## src/lkv_pkg.sv

```systemverilog
`timescale 1ns / 1ps

package lkv_pkg;

    localparam int MAX_ENTRIES = 16;
    localparam int IDX_W = (MAX_ENTRIES > 1) ? $clog2(MAX_ENTRIES) : 1;
    localparam int CNT_W = $clog2(MAX_ENTRIES + 1);
    localparam int KEY_W = 32;
    localparam int VAL_W = 32;
    localparam int CAP_W = 5;

    typedef logic [IDX_W-1:0] idx_t;
    typedef logic [CNT_W-1:0] cnt_t;
    typedef logic [KEY_W-1:0] key_t;
    typedef logic [VAL_W-1:0] val_t;
    typedef logic [CAP_W-1:0] cap_t;

    localparam logic OP_GET = 1'b0;
    localparam logic OP_PUT = 1'b1;

    localparam val_t MISS_VALUE = '1;
    localparam val_t PUT_VALUE = '0;
    localparam cap_t CAP_RESET = 5'd16;

endpackage

```

## src/lkv_ram.sv

```systemverilog
`timescale 1ns / 1ps

module lkv_ram #(
    parameter int WIDTH = 32,
    parameter int DEPTH = 16
) (
    input  logic                                      clk,
    input  logic                                      we,
    input  logic [((DEPTH > 1) ? $clog2(DEPTH) : 1)-1:0] waddr,
    input  logic [WIDTH-1:0]                          wdata,
    input  logic                                      re,
    input  logic [((DEPTH > 1) ? $clog2(DEPTH) : 1)-1:0] raddr,
    output logic [WIDTH-1:0]                          rdata
);

    logic [WIDTH-1:0] mem [DEPTH];

    always_ff @(posedge clk)
    begin
        if (we)
        begin
            mem[waddr] <= wdata;
        end
        if (re)
        begin
            rdata <= mem[raddr];
        end
    end

endmodule

```

## src/lru_key_value_cache.sv

```systemverilog
`timescale 1ns / 1ps

// Channel  | Direction | Handshake            | Payload
// ---------+-----------+----------------------+-------------------------------------
// in       | input     | in_valid / in_stall  | operation, item_key, item_value
// out      | output    | out_valid / out_stall| hit, read_value
// cfg      | input     | cfg_valid / cfg_ready| capacity_in_use
//
// A transaction is taken in S_IDLE, scanned in S_SCAN, settled in S_DECIDE and its
// result is loaded in S_RESULT; the scan ends when the key is found or every occupied
// entry is compared. The next transaction is taken once the cache is back in S_IDLE.
// The key and value memories are scanned one entry per cycle through their single
// read port, so the scan visits the occupied entries in index order.
// Reset empties the cache at once: no clearing pass, entries are only read
// below the fill count. A stalled result holds in the output register while
// the next transaction is taken and scanned.

module lru_key_value_cache (
    input  logic                              clk,
    input  logic                              rst_n,
    input  logic                              in_valid,
    output logic                              in_stall,
    input  logic                              operation,
    input  logic signed [lkv_pkg::KEY_W-1:0]  item_key,
    input  logic signed [lkv_pkg::VAL_W-1:0]  item_value,
    output logic                              out_valid,
    input  logic                              out_stall,
    output logic                              hit,
    output logic signed [lkv_pkg::VAL_W-1:0]  read_value,
    input  logic                              cfg_valid,
    output logic                              cfg_ready,
    input  logic [lkv_pkg::CAP_W-1:0]         capacity_in_use
);

    import lkv_pkg::*;

    typedef enum logic [1:0] {
        S_IDLE,
        S_SCAN,
        S_DECIDE,
        S_RESULT
    } state_t;

    state_t state_reg;
    logic   op_reg;
    key_t   key_reg;
    val_t   val_reg;
    val_t   hit_val_reg;
    cnt_t   scan_idx_reg;
    idx_t   cmp_idx_reg;
    logic   cmp_valid_reg;
    logic   found_reg;
    idx_t   slot_reg;
    idx_t   lru_reg;
    cnt_t   count_reg;
    cap_t   cap_reg;
    idx_t   rank_reg [MAX_ENTRIES];
    logic   out_valid_reg;
    logic   hit_reg;
    val_t   read_value_reg;

    key_t        key_rdata;
    val_t        val_rdata;
    logic        issue_en;
    logic        key_match;
    logic        scan_done;
    logic [31:0] cap_ext;
    logic [31:0] eff_cap;
    logic        full;
    idx_t        victim;
    cnt_t        promote_rank;
    cnt_t        last_rank;
    logic        ram_we;
    cnt_t        scan_idx_next;

    assign issue_en      = (state_reg == S_SCAN) && (scan_idx_reg < count_reg);
    assign key_match     = cmp_valid_reg && (key_rdata == key_reg);
    assign scan_done     = !issue_en && !cmp_valid_reg;
    assign scan_idx_next = scan_idx_reg + CNT_W'(1);
    assign last_rank     = count_reg - CNT_W'(1);

    assign cap_ext = 32'(cap_reg);
    assign eff_cap = (cap_ext == 32'd0) ? 32'd1 :
                     ((cap_ext > 32'(MAX_ENTRIES)) ? 32'(MAX_ENTRIES) : cap_ext);
    assign full    = 32'(count_reg) >= eff_cap;

    always_comb
    begin
        if (found_reg)
        begin
            victim       = slot_reg;
            promote_rank = CNT_W'(rank_reg[slot_reg]);
        end
        else if (full)
        begin
            victim       = lru_reg;
            promote_rank = last_rank;
        end
        else
        begin
            victim       = count_reg[IDX_W-1:0];
            promote_rank = count_reg;
        end
    end

    assign ram_we = (state_reg == S_DECIDE) && (op_reg == OP_PUT);

    lkv_ram #(
        .WIDTH (KEY_W),
        .DEPTH (MAX_ENTRIES)
    ) u_key_ram (
        .clk   (clk),
        .we    (ram_we),
        .waddr (victim),
        .wdata (key_reg),
        .re    (issue_en),
        .raddr (scan_idx_reg[IDX_W-1:0]),
        .rdata (key_rdata)
    );

    lkv_ram #(
        .WIDTH (VAL_W),
        .DEPTH (MAX_ENTRIES)
    ) u_val_ram (
        .clk   (clk),
        .we    (ram_we),
        .waddr (victim),
        .wdata (val_reg),
        .re    (issue_en),
        .raddr (scan_idx_reg[IDX_W-1:0]),
        .rdata (val_rdata)
    );

    always_ff @(posedge clk or negedge rst_n)
    begin
        if (!rst_n)
        begin
            state_reg      <= S_IDLE;
            op_reg         <= OP_GET;
            key_reg        <= '0;
            val_reg        <= '0;
            hit_val_reg    <= '0;
            scan_idx_reg   <= '0;
            cmp_idx_reg    <= '0;
            cmp_valid_reg  <= 1'b0;
            found_reg      <= 1'b0;
            slot_reg       <= '0;
            lru_reg        <= '0;
            count_reg      <= '0;
            cap_reg        <= CAP_RESET;
            out_valid_reg  <= 1'b0;
            hit_reg        <= 1'b0;
            read_value_reg <= '0;
            for (int i = 0; i < MAX_ENTRIES; i++)
            begin
                rank_reg[i] <= '0;
            end
        end
        else
        begin
            if (cfg_valid)
            begin
                cap_reg <= capacity_in_use;
            end

            if (out_valid_reg && !out_stall && (state_reg != S_RESULT))
            begin
                out_valid_reg <= 1'b0;
            end

            case (state_reg)
                S_IDLE:
                begin
                    if (in_valid)
                    begin
                        op_reg        <= operation;
                        key_reg       <= item_key;
                        val_reg       <= item_value;
                        scan_idx_reg  <= '0;
                        cmp_valid_reg <= 1'b0;
                        found_reg     <= 1'b0;
                        lru_reg       <= '0;
                        state_reg     <= S_SCAN;
                    end
                end

                S_SCAN:
                begin
                    cmp_valid_reg <= issue_en;
                    cmp_idx_reg   <= scan_idx_reg[IDX_W-1:0];
                    if (issue_en)
                    begin
                        scan_idx_reg <= scan_idx_next;
                    end
                    // track the least recent slot for a possible eviction
                    if (cmp_valid_reg && (CNT_W'(rank_reg[cmp_idx_reg]) == last_rank))
                    begin
                        lru_reg <= cmp_idx_reg;
                    end
                    if (key_match)
                    begin
                        found_reg   <= 1'b1;
                        slot_reg    <= cmp_idx_reg;
                        hit_val_reg <= val_rdata;
                        state_reg   <= S_DECIDE;
                    end
                    else if (scan_done)
                    begin
                        state_reg <= S_DECIDE;
                    end
                end

                S_DECIDE:
                begin
                    if (found_reg || (op_reg == OP_PUT))
                    begin
                        for (int i = 0; i < MAX_ENTRIES; i++)
                        begin
                            if ((CNT_W'(i) < count_reg) &&
                                (CNT_W'(rank_reg[i]) < promote_rank))
                            begin
                                rank_reg[i] <= rank_reg[i] + IDX_W'(1);
                            end
                        end
                        rank_reg[victim] <= '0;
                    end
                    if ((op_reg == OP_PUT) && !found_reg && !full)
                    begin
                        count_reg <= count_reg + CNT_W'(1);
                    end
                    state_reg <= S_RESULT;
                end

                S_RESULT:
                begin
                    if (!out_valid_reg || !out_stall)
                    begin
                        out_valid_reg <= 1'b1;
                        hit_reg       <= found_reg;
                        if (op_reg == OP_PUT)
                        begin
                            read_value_reg <= PUT_VALUE;
                        end
                        else if (found_reg)
                        begin
                            read_value_reg <= hit_val_reg;
                        end
                        else
                        begin
                            read_value_reg <= MISS_VALUE;
                        end
                        state_reg <= S_IDLE;
                    end
                end

                default:
                begin
                    state_reg <= S_IDLE;
                end
            endcase
        end
    end

    assign in_stall   = (state_reg != S_IDLE);
    assign out_valid  = out_valid_reg;
    assign hit        = hit_reg;
    assign read_value = read_value_reg;
    assign cfg_ready  = 1'b1;

endmodule

```

## config.mk

```make
export PLATFORM = sky130hd
export DESIGN_NAME = lru_key_value_cache
export DESIGN_NICKNAME = d
export VERILOG_FILES = /design/src/lkv_pkg.sv /design/src/lkv_ram.sv /design/src/lru_key_value_cache.sv
export SDC_FILE = /design/constraint.sdc
export NUM_CORES = 1
export LEC_CHECK = 0
export BUFFER_PORTS_ARGS = -buffer_cell sky130_fd_sc_hd__buf_2
export CAP_MARGIN = 20
export CORE_ASPECT_RATIO = 1.1
export CORE_MARGIN = 1
export CORE_UTILIZATION = 65
export CTS_BUF_LIST = sky130_fd_sc_hd__clkbuf_2
export DETAILED_ROUTE_END_ITERATION = 16
export GPL_ROUTABILITY_DRIVEN = 0
export PLACE_DENSITY = 0.82
export SKIP_CTS_REPAIR_TIMING = 1
export SLEW_MARGIN = 20
export SYNTH_ARGS = -nofsm -noshare
export SYNTH_HDL_FRONTEND = slang
export SYNTH_HIERARCHICAL = 1
export SYNTH_SLANG_ARGS = --single-unit
```

## constraint.sdc

```tcl
create_clock -name clk -period 7.1 [get_ports clk]
set_input_delay 1.42 -clock clk [delete_from_list [all_inputs] [get_ports clk]]
set_output_delay 1.42 -clock clk [all_outputs]
set_load 0.05 [all_outputs]
```

==> metrics.yaml <==
status:
  status: "completed"
worst_setup_path:
  r2r-end: "u_val_ram/mem[5][24]$_DFFE_PP_"
  crit_arrival_ns: 6.53
  critPathBufInv: 2
  crit_required_ns: 8.23
  reg2regPathDepth: 9
  end_kind: "register"
  critPathSlowestCell: "nor2_4"
  cpPeakStageDelay_ns: 0.85
  crit_cells: 9
  r2r_start: "count_reg[0]$_DFFE_PN0P_"
  path_max_fanout: 21
  worstSetupPathType: "register to register"
  start_kind: "register"
  path_delay_family: "simple AND/OR/NAND/NOR gates"
  critical_path.cell_chain: "inv_1 -> ha_1 -> or3b_1 -> a211oi_2 -> o21ai_0 -> a31oi_2 -> nand2b_1 -> nor2_4 -> buf_4"
  rrSetupSlack_ns: 1.70
clock_tree:
  h-tree-depth: 5
  cts.sinks: 1314
  cts_tree: "yes"
  clkTransAtPathRegs_ns: 0.11
  clockBufferDepth: 4
  clk_latency_ns: 1.54
  cts_buffers: 325
  cts_root_buf: "clkbuf_2"
routing:
  dr.pass1.iters: 6
  via_per_inst: 6.662
  wl_mm: 126.6
  drt_iter0_drc: 3475
  vias: 30730
  routedWlPerCell_um: 27.45
  drc: 0
  ant_nets: 0
sta:
  setup_violations: 0
  final_max_slew_viol_count: 0
  fmax_mhz: 185.1
  tightest_slew_ns: 1.156
  min_period_ns: 5.401
  rsz0062_at_grt: "false"
  fin_crit_sh: 0.7607
  tns_ns: 0
  hold_viol: 0
  slew-limit-headroom: 0.2293
  worst_slack_ns: 1.699
  clock-skew-final_ns: 0.1738
yosys:
  synth_cell_types: 91
  synth_top_area_cell: "edfxtp_1"
  ys.flop_type: "edfxtp_1"
  yosys_register_bits: 1314
  synth_top_area_share: 0.6020
  syn_nets: 3099
  synth.area.top_cells: "edfxtp_1, mux4_2, dfrtp_1, mux2_2, a22oi_1"
  synth_warnings: 6
  synth-edff-count: 1088
  synth_area_um2: 54270
  async_flop_share: 0.1720
  synth.yosys.seq_area_share: 0.7062
  avgSynthCellArea_um2: 18.25
  syn-instance-count: 2974
floorplanning:
  dieArea_um2: 84650
  fp-row-count: 110
  core_area_um2: 82300
  die_w_um: 277.5
  pin_count: 111
  initial_utilization: 0.6594
  die_h_um: 305.1
placement:
  hpwl_mm: 73.54
  dp_slack_ns: 1.615
  portBuffers: 109
global_routing:
  grt_use_met2: 0.5051
  met1_usage: 0.3815
  grt_max_degree: 137
  grt-busiest-layer: "met2"
  grt_pass1_vias: 32520
  grt_util_met3: 0.06823
  grt_pass1_wl_mm: 191.6
  antenna_found_initial: 9
  grt-ovfl-total: 0
  grtUsageTotal: 0.3045
pwr:
  powerDensity_nw_per_um2: 375.4
  peakVddDrop_mv: 0.3146
  p_leak_uw: 0.02116
layout:
  final_layout_size_suffix_gt1_frac: 0.3316
  final_util: 0.7225
  syn_to_final_growth_pct: 9.572
  final_nets: 3436
  final_cell_mix: "edfxtp_1, clkbuf_2, mux4_2, dfrtp_1, nand2_1"
  layout_commonest_cell: "edfxtp_1"
worst_hold_path:
  min_delay_path_depth: 2
  hp-start: "item_value[14]"
  hold_end: "val_reg[14]$_DFFE_PN0P_"
  hp-class: "input port to register"
job:
  drv_cap: 0
where the power goes:
| group | switching [uW] | total [uW] | leakage, uW | internal (uW) |
|---|---|---|---|---|
| Sequential | 1480 | 11600 | 0.0127 | 10200 |
| Clock | 2930 | 4990 | 0.00224 | 2060 |
| Combinational | 3310 | 5680 | 0.00617 | 2370 |
| Total | 7730 | 22300 | 0.0212 | 14600 |
worst register-to-register path: stages, from the launching register on:
cell	delay, ns
dfrtp_1	0.68
inv_1	0.25
ha_1	0.35
or3b_1	0.45
a211oi_2	0.65
o21ai_0	0.23
a31oi_2	0.81
nand2b_1	0.51
nor2_4	0.86
buf_4	0.36
layout make-up:
| cell class | instances | area, um^2 |
|---|---|---|
| sequential | 1314 | 38340 |
| fill | 4841 | 22840 |
| multi-input combinational | 1475 | 15420 |
| clock buffer | 472 | 2362 |
| timing repair buffer | 171 | 1350 |
| tap | 1064 | 1331 |
| clock inverter | 87 | 563.0 |
| inverter | 24 | 90.09 |
| antenna | 6 | 15.01 |
kinds of logic (layout without fill, tap and decap cells):
kind of cell             count (synthesis)  after routing  share of synthesized area
multiplexers                           440            440                     0.1502
flip-flops                            1314           1314                     0.7062
adder cells (fa/ha/maj)                 50             50                    0.01153
other                                    1              7                 0.00006910
XOR/XNOR                                48             48                   0.007746
AO/OA/AOI/OAI                          432            432                    0.06137
buffers and inverters                  185            754                    0.01542
AND/OR/NAND/NOR                        504            504                    0.04742
metal layers:
layer	part of all wire	routed length, um
met4	0.041	5224
met2	0.51	65000
met5	0.00040	51
met1	0.36	45400
met3	0.086	10940
worst max path at each step:
stage	startpoint	endpoint	slack (ns)
detailed placement	count_reg[0]$_DFFE_PN0P_	u_val_ram/mem[13][21]$_DFFE_PP_	1.62
CTS	count_reg[0]$_DFFE_PN0P_	u_val_ram/mem[15][5]$_DFFE_PP_	1.55
finish	count_reg[0]$_DFFE_PN0P_	u_val_ram/mem[5][24]$_DFFE_PP_	1.70
floorplan	count_reg[0]$_DFFE_PN0P_	u_val_ram/mem[12][0]$_DFFE_PP_	1.52
global route	count_reg[0]$_DFFE_PN0P_	u_val_ram/mem[4][3]$_DFFE_PP_	1.58
global placement	count_reg[0]$_DFFE_PN0P_	u_val_ram/mem[4][5]$_DFFE_PP_	1.94
cells in the mapped netlist, types with 22 or more instances:
master    count
a21oi_1      29
a22oi_1     130
buf_1        23
buf_2        29
buf_4        22
clkbuf_1     83
dfrtp_1     225
edfxtp_1   1088
ha_1         50
inv_1        22
mux2_2      116
mux2i_1      34
mux4_2      285
nand2_1     190
nand2b_1     26
nand3_1      30
nor2_1       71
nor3_1       42
o21a_1       24
o21ai_0      60
o21bai_1     33
xnor2_1      38
through the flow:
stage                     hold WS [ns]  area (um^2)  total power [uW]  std cells
after detailed placement        0.4642        56210             17380       4034
after CTS                      -0.2043        59130             22360       4593
final                           0.1431        59470             22330       4613
after global placement          0.4617        56060             16990       4028
after floorplan                 0.4555        54270             15350       2974
after global routing          0.005340        59460             23320       4612
No activity file was read; power rests on OpenSTA's default activity.
